===== config.mk =====
export PLATFORM = sky130hd
export DESIGN_NAME = vzs_zone_table
export DESIGN_NICKNAME = d
export VERILOG_FILES = /design/src/hw/rtl/vzs_pkg.sv /design/src/hw/rtl/vzs_zone_table.sv
export SDC_FILE = /design/constraint.sdc
export NUM_CORES = 1
export LEC_CHECK = 0
export ABC_AREA = 1
export BUFFER_PORTS_ARGS = -buffer_cell sky130_fd_sc_hd__buf_2
export CORE_ASPECT_RATIO = 0.7
export CORE_MARGIN = 5
export CORE_UTILIZATION = 50
export DETAILED_ROUTE_END_ITERATION = 8
export PLACE_DENSITY = 0.7
export SYNTH_ARGS = -nofsm -noshare
export SYNTH_HDL_FRONTEND = slang
export SYNTH_SLANG_ARGS = --single-unit

===== constraint.sdc =====
create_clock -name clk -period 2.6 [get_ports clk]
set_input_delay 0.13 -clock clk [delete_from_list [all_inputs] [get_ports clk]]
set_output_delay 0.13 -clock clk [all_outputs]
set_load 0.01 [all_outputs]

===== src/hw/rtl/vzs_pkg.sv =====
// Package: shared types, constants and tables for the velocity zone selector.
package vzs_pkg;

  localparam int NUM_ZONES      = 4;
  localparam int CORDIC_STEPS   = 16;
  localparam int WORDS_PER_ZONE = 6;
  localparam int TABLE_DEPTH    = NUM_ZONES * WORDS_PER_ZONE;
  localparam int TIDX_W         = $clog2(TABLE_DEPTH);
  localparam int ZIDX_W         = 2;
  localparam int CW             = 34;  // CORDIC x/y/z width
  localparam int MW             = 18;  // magnitude and heading width
  localparam int PW             = CW + 32;

  localparam logic [31:0]          GAIN_Q32 = 32'd2608131496;
  localparam logic signed [31:0]   PI_Q29   = 32'sd1686629713;
  localparam logic signed [CW-1:0] BIN_PI   = CW'(64'sd2147483648);

  typedef enum logic {
    CMD_QUERY = 1'b0,
    CMD_WRITE = 1'b1
  } cmd_t;

  typedef enum logic [2:0] {
    W_ANG_MIN  = 3'd0,
    W_ANG_MAX  = 3'd1,
    W_LIN_MIN  = 3'd2,
    W_LIN_MAX  = 3'd3,
    W_HEAD_BEG = 3'd4,
    W_HEAD_END = 3'd5
  } word_t;

  typedef enum logic {
    REG_HOLONOMIC  = 1'b0,
    REG_ZONE_COUNT = 1'b1
  } reg_t;

  typedef struct packed {
    logic               command;
    logic [1:0]         entry_index;
    logic [2:0]         word_select;
    logic signed [15:0] word_value;
    logic signed [15:0] vel_x;
    logic signed [15:0] vel_y;
    logic signed [15:0] yaw_rate;
  } item_t;

  function automatic logic signed [CW-1:0] atan_bin(input int i);
    logic [31:0] v;
    begin
      unique case (i)
        0:  v = 32'h20000000;  1:  v = 32'h12E4051E;  2:  v = 32'h09FB385B;
        3:  v = 32'h051111D4;  4:  v = 32'h028B0D43;  5:  v = 32'h0145D7E1;
        6:  v = 32'h00A2F61E;  7:  v = 32'h00517C55;  8:  v = 32'h0028BE53;
        9:  v = 32'h00145F2F;  10: v = 32'h000A2F98;  11: v = 32'h000517CC;
        12: v = 32'h00028BE6;  13: v = 32'h000145F3;  14: v = 32'h0000A2FA;
        15: v = 32'h0000517D;  16: v = 32'h000028BE;  17: v = 32'h0000145F;
        18: v = 32'h00000A30;  19: v = 32'h00000518;  20: v = 32'h0000028C;
        21: v = 32'h00000146;  22: v = 32'h000000A3;  23: v = 32'h00000051;
        default: v = 32'h0;
      endcase
      atan_bin = $signed({{(CW-32){1'b0}}, v});
    end
  endfunction

endpackage


===== src/hw/rtl/vzs_zone_table.sv =====
// Zone bound table, in-order bound writes and first-match zone search.
module vzs_zone_table (
  input  logic                          clk,
  input  logic                          en,
  input  logic                          in_valid,
  input  vzs_pkg::item_t                in_item,
  input  logic signed [vzs_pkg::MW-1:0] in_mag,
  input  logic signed [vzs_pkg::MW-1:0] in_head,
  input  logic                          holonomic_mode,
  input  logic [2:0]                    zone_count,
  output logic                          found,
  output logic [vzs_pkg::ZIDX_W-1:0]    zone_index
);
  import vzs_pkg::*;

  logic signed [15:0]     bound_r [0:TABLE_DEPTH-1];
  logic [TIDX_W-1:0]      waddr;
  logic [NUM_ZONES-1:0]   hit;
  logic signed [MW-1:0]   lin, wz, amin, amax, lmin, lmax, hs, he;
  logic                   ok;
  logic [2:0]             n;

  assign waddr = TIDX_W'(in_item.entry_index * WORDS_PER_ZONE) + TIDX_W'(in_item.word_select);

  always_ff @(posedge clk) begin
    if (en && in_valid && in_item.command == CMD_WRITE &&
        32'(in_item.entry_index) < NUM_ZONES &&
        32'(in_item.word_select) < WORDS_PER_ZONE) begin
      bound_r[waddr] <= in_item.word_value;
    end
  end

  always_comb begin
    n   = (32'(zone_count) > NUM_ZONES) ? 3'(NUM_ZONES) : zone_count;
    wz  = MW'(in_item.yaw_rate);
    lin = holonomic_mode ? in_mag : MW'(in_item.vel_x);
    hit = '0;
    for (int z = 0; z < NUM_ZONES; z++) begin
      amin = MW'(bound_r[z*WORDS_PER_ZONE + W_ANG_MIN]);
      amax = MW'(bound_r[z*WORDS_PER_ZONE + W_ANG_MAX]);
      lmin = MW'(bound_r[z*WORDS_PER_ZONE + W_LIN_MIN]);
      lmax = MW'(bound_r[z*WORDS_PER_ZONE + W_LIN_MAX]);
      hs   = MW'(bound_r[z*WORDS_PER_ZONE + W_HEAD_BEG]);
      he   = MW'(bound_r[z*WORDS_PER_ZONE + W_HEAD_END]);
      ok   = wz >= amin && wz <= amax && lin >= lmin && lin <= lmax;
      if (holonomic_mode) begin
        if (hs <= he) ok = ok && in_head >= hs && in_head <= he;
        else          ok = ok && (in_head >= hs || in_head <= he);
      end
      hit[z] = ok && (z < 32'(n));
    end
    found      = 1'b0;
    zone_index = '0;
    for (int z = NUM_ZONES - 1; z >= 0; z--) begin
      if (hit[z]) begin
        found      = 1'b1;
        zone_index = ZIDX_W'(z);
      end
    end
  end

endmodule

== Word-level counts from Yosys, hierarchy flattened ==
Memory sizes are Yosys's and may differ from the RTL's.
Index checks and enable logic that the tools add are counted.

* Magnitude comparators: 34
* Add/subtract/negate cells: 1
* Multipliers: 1
* Muxes and demuxes: 20
* Reduce and logical (&&, ||, !) cells: 35

{| class="wikitable"
|+ Operator list
! operator !! count
|-
| $ge 18x16->1 || 8
|-
| $le 18x16->1 || 8
|-
| $le 16x16->1 || 8
|-
| $ge 16x16->1 || 4
|-
| $logic_and 1x1->1 || 31
|-
| $mux 18 || 1
|-
| $mux 1 || 14
|-
| $mux 2 || 4
|-
| $lt 1x3->1 const A || 2
|-
| $lt 2x3->1 const A || 2
|-
| $add 5x3->5 || 1
|-
| $logic_or 1x1->1 || 4
|-
| $mul 2x2->4 const B || 1
|-
| $gt 3x3->1 const B || 1
|-
| $lt 3x3->1 const B || 1
|-
| $mux 3 || 1
|}

* Logic and storage cells: 92
* Memories kept: 1
* Memory bits (writable): 384
* Output and inout bits: 3
* Bits of input ports: 113
* Register bits after elaboration: 0

{| class="wikitable"
|+ Memories
! name !! depth !! width !! rd ports !! clocked after Yosys merged registers in !! write ports !! RTL line !! RTL
|-
| bound_r || 24 || 16 || 24 || 0 || 1 || vzs_zone_table.sv:16 || <nowiki>logic signed [15:0] bound_r [0:TABLE_DEPTH-1];</nowiki>
|}

== Depth between registers and ports, before layout ==
An unclocked memory read counts as a cell.

* Depth after elaboration: 14
* Mapped depth: 23
* Gate-level depth less buffers: 22

== Worst setup path after synthesis ==
No wires, ideal clock.

* Path kind: input -> register
* From: in in_item[67] (netlist name)
* To: mem bound_r[0][0] (enable)
* Library setup time: 0.388 ns
* Buffers on the path: 0
* Setup slack: 0.035 ns
* Arrival: 2.176 ns
* Stages: 12
* Required time: 2.212 ns
* Cell sequence: inv_1 ha_1 inv_1 ha_1 nand2_1 inv_1 o21ai_0 xor2_1 inv_1 nor2_1 nand2_1 nor2_1

* Cells in the longest elaborated chain, start to end: 2

{| class="wikitable"
|+ Ends and longest elaborated chain
! element !! RTL line !! RTL
|-
| from (decl) || vzs_zone_table.sv:6 || <nowiki>input vzs_pkg::item_t in_item,</nowiki>
|-
| $mul 2x2->4 || vzs_zone_table.sv:23 || <nowiki>assign waddr = TIDX_W'(in_item.entry_index * WORDS_PER_ZONE) + TIDX_W'(in_item.word_select);</nowiki>
|-
| $add 5x3->5 || vzs_zone_table.sv:23 ||
|-
| to (decl) || vzs_zone_table.sv:16 ||
|}

No other way between the ends.

==> run metrics <==
result of the run finished, violations left; violated checks negative setup slack; Slowest Stage Delay on Critical Path 0.42 ns; CP Data Arrival Time 2.84 ns; WL final 67300 um; Max VDD drop 490 uV; Die Footprint 55200 um2; clock tree sinks around 380; most instantiated flip-flop cell in the synthesis netlist sky130_fd_sc_hd__edfxtp_1; count of standard-cell rows 68; cell-by-cell trace of the critical path inv_4 > ha_4 > a21oi_2 > nor2_1 > nor2_2 > nand2_2 > nor2_4 > nand3_2 > nand2_2 > nor2_2 > a21oi_2 > nor2_2 > nor2_2 > nand2_2 > a21oi_2 > buf_2; synthesized netlist net count 3263; largest net degree at the start of global routing 25; number of warning messages in the yosys log 0; slowest CP cell sky130_fd_sc_hd__edfxtp_1; sum of internal, switching and leakage power 14.6 mW; total area of multi-input combinational cells around 12000 um2; cells taking the most area after synthesis sky130_fd_sc_hd__edfxtp_1 (46%), sky130_fd_sc_hd__ha_1 (24%), sky130_fd_sc_hd__inv_1 (8.3%); critical path endpoint zone_index[0]; root cell of the clock tree sky130_fd_sc_hd__clkbuf_16; layout-stage area growth over the synthesis result 18.0%; Final Hold Vio Count 0; Placement Setup Slack -0.581 ns; registers with the highest flip-flop counts bound_r x384; routed length on met2 30300 um; most frequent CP cell sky130_fd_sc_hd__nor2_2; met3 routed wirelength 4960 um; overflow left after global routing 0; top register by number of flip-flops bound_r; Die Span X around 280 um; Cell Count, Final, Fillers Out between 3000 and 4000; Util after Layout 0.601; CTS max path bufs 3; final slew viol count 0; MaxCap Viol Count 0; die boundary height about 200 um; type of element capturing the critical path output port; DPL Wire Length 48700 um; static leakage power 14.6 nW; Post-Synthesis Cell Area roughly 25000 um2; Final period util 1.14; min Tclk post-route between 2 and 3 ns; total core area 49600 um2; I/O pin count 116; CTS tree yes; CP startpoint kind flip-flop; gp weighted congestion between 0.8 and 0.9; Final setup violation count 3; share of post-route cells with drive strength above 1 0.148; post-layout worst setup margin -0.372 ns; Power per Cell Area between 400 and 500 nW/um2; Yosys cell types 39; top routing layer used met4; area fraction of the dominant cell type after synthesis 0.456; register bit count reported by yosys around 380; Initial DRT Pass Iterations 5; Reg area 11500 um2; number of placed instances, taps included between 3000 and 4000; number of flip-flops under the largest register name 384; via-per-instance ratio about 5.4; initial drt markers 1501; start-to-end type of the worst setup path flip-flop to output port; number of clock buffers inserted by TritonCTS 41; actual transition at the worst max-transition pin 0.848 ns; first-pass GRT wire length 104000 um; most area-hungry cell type in the Yosys netlist sky130_fd_sc_hd__edfxtp_1; via count of the routed design 19400; CTS clk-pin slew, worst paths 0.06 ns; Slew HR 0.435; initial antenna violation count 0; launch point of the worst path bound_r[23][15]; highest clock rate 336 MHz; Initial Utilization 0.509; post-detailed-route count of antenna-violating nets 0; share of the yosys chip area belonging to registers 0.456; length of routed wiring on met1 30500 um; largest driver fanout on the critical path 4; drt drc 0; synthesized instance count 2665; share of async-settable or async-resettable flops after synthesis 0; port bufs 99; Req. time, crit path ~2.5 ns; number of flops mapped to enable cells by yosys 384; Tightest Hold Check Type input port to flip-flop; global-route total usage across every layer 0.240; Layout fillers 4012; via count of the first global-routing pass between 15000 and 20000; number of levels in the clock H-tree 2; Post-Syn Area per Cell 9.48 um2; number of nets in the finished design 3516; unrepaired setup endpoints after global routing yes; WL per Instance between 15 and 20 um
[worst min-delay path by stage]
| stage | depth (start not counted) | slack [ns] | endpoint | startpoint |
|---|---|---|---|---|
| finish | 1 | 0.14 | bound_r[6][3] | in_item[51] |
| global placement | 1 | 0.69 | bound_r[0][3] | in_item[51] |
| CTS | 1 | 0.12 | bound_r[0][3] | in_item[51] |
| detailed placement | 1 | 0.70 | bound_r[0][3] | in_item[51] |
| global route | 1 | 0.12 | bound_r[0][3] | in_item[51] |
| floorplan | 0 | 0.23 | bound_r[0][0] | in_item[48] |
[report_power, final]
group | internal, mW | switching, mW | leakage, nW
Sequential | 6.85 | 0.0111 | 3.45
Combinational | 0.685 | 1.20 | 10.5
Clock | 3.42 | 2.47 | 0.640
[worst max-delay path: cells and delay by family, from the launching register on]
family	cells	cell delay (ns)
AO/OA/AOI/OAI	3	0.51
adder cells (fa/ha/maj)	1	0.21
AND/OR/NAND/NOR	10	0.88
buffers and inverters	2	0.27
flip-flops	1	0.42
[final cells by class]
class,count,share of cell area
antenna,1,0.0000839
tap,665,0.0279
sequential,384,0.387
multi-input combinational,1713,0.414
timing repair buffer,213,0.0558
clock inverter,20,0.00701
inverter,565,0.0713
clock buffer,53,0.0373
[per-stage QoR]
stage / instance area (um2) / TNS (ns) / hold WS, ns
after floorplan: 25300 / 0 / 0.229
after global placement: 27700 / -2.28 / 0.691
after detailed placement: 27700 / -2.98 / 0.703
after CTS: 29500 / -0.898 / 0.115
after global routing: 29800 / -1.60 / 0.118
final: 29800 / -0.973 / 0.137
[Yosys cell counts, types with 3 or more instances]
master                     number
sky130_fd_sc_hd__nor2_1       197
sky130_fd_sc_hd__inv_1        560
sky130_fd_sc_hd__o21a_1        13
sky130_fd_sc_hd__nand3_1      108
sky130_fd_sc_hd__a21oi_1      164
sky130_fd_sc_hd__o21ai_0       51
sky130_fd_sc_hd__a21o_1        19
sky130_fd_sc_hd__inv_2          3
sky130_fd_sc_hd__nand4_1       35
sky130_fd_sc_hd__ha_1         484
sky130_fd_sc_hd__nor4_1         6
sky130_fd_sc_hd__o21bai_1      20
sky130_fd_sc_hd__nand2_1      553
sky130_fd_sc_hd__o211ai_1       4
sky130_fd_sc_hd__nor4_2         4
sky130_fd_sc_hd__nand2_2        4
sky130_fd_sc_hd__edfxtp_1     384
sky130_fd_sc_hd__nor3_1        18
sky130_fd_sc_hd__nor2_2         7
sky130_fd_sc_hd__nand3b_1       5
[placed cells by master, fill, tap and decap left out, types with 7 or more instances in the layout]
master,synthesis,layout
sky130_fd_sc_hd__nand3_2,0,8
sky130_fd_sc_hd__a21oi_2,1,16
sky130_fd_sc_hd__buf_4,0,89
sky130_fd_sc_hd__o21a_1,13,13
sky130_fd_sc_hd__nor3_2,2,8
sky130_fd_sc_hd__o21bai_1,20,19
sky130_fd_sc_hd__nand2_1,553,523
sky130_fd_sc_hd__nand4_1,35,35
sky130_fd_sc_hd__nor2_2,7,34
sky130_fd_sc_hd__o21ai_0,51,43
sky130_fd_sc_hd__a21oi_1,164,149
sky130_fd_sc_hd__nor2_4,1,8
sky130_fd_sc_hd__a21o_1,19,19
sky130_fd_sc_hd__ha_4,0,24
sky130_fd_sc_hd__ha_1,484,460
sky130_fd_sc_hd__clkbuf_1,1,10
sky130_fd_sc_hd__buf_12,0,25
sky130_fd_sc_hd__clkinv_1,2,7
sky130_fd_sc_hd__inv_1,560,545
sky130_fd_sc_hd__nand3_1,108,98
sky130_fd_sc_hd__nor2_1,197,163
sky130_fd_sc_hd__inv_2,3,16
sky130_fd_sc_hd__clkbuf_16,0,43
sky130_fd_sc_hd__nor3_1,18,11
sky130_fd_sc_hd__buf_2,0,99
sky130_fd_sc_hd__edfxtp_1,384,384
sky130_fd_sc_hd__o21ai_1,1,9
sky130_fd_sc_hd__nand2_2,4,29
[repair_timing]
action | CTS | global route
setup buffers | 5 | 5
setup endpoints to repair | 3 | 3
hold buffers | 0 | 0
gates resized for setup | 105 | 66
gates cloned | 0 | 0
pin swaps | 37 | 37
[kinds of logic (layout without fill, tap and decap cells)]
| logic type | count (synthesis) | count (layout) | synth area share |
|---|---|---|---|
| mux | 1 | 1 | 0.000396 |
| simple gates | 944 | 944 | 0.155 |
| xor+xnor | 2 | 2 | 0.000694 |
| buf+inv | 568 | 851 | 0.0844 |
| compound gates | 281 | 281 | 0.0624 |
| flops | 384 | 384 | 0.456 |
| fa+ha+maj | 485 | 485 | 0.241 |
| other cells | 0 | 1 | 0 |
[routing by layer]
layer | vias up | GRT usage
met5 | - | 0
met4 | 0 | 0.0513
met3 | 121 | 0.0348
met2 | 630 | 0.396
met1 | 9235 | 0.341
li1 | 9418 | -
Power figures use the tool's default switching activity.
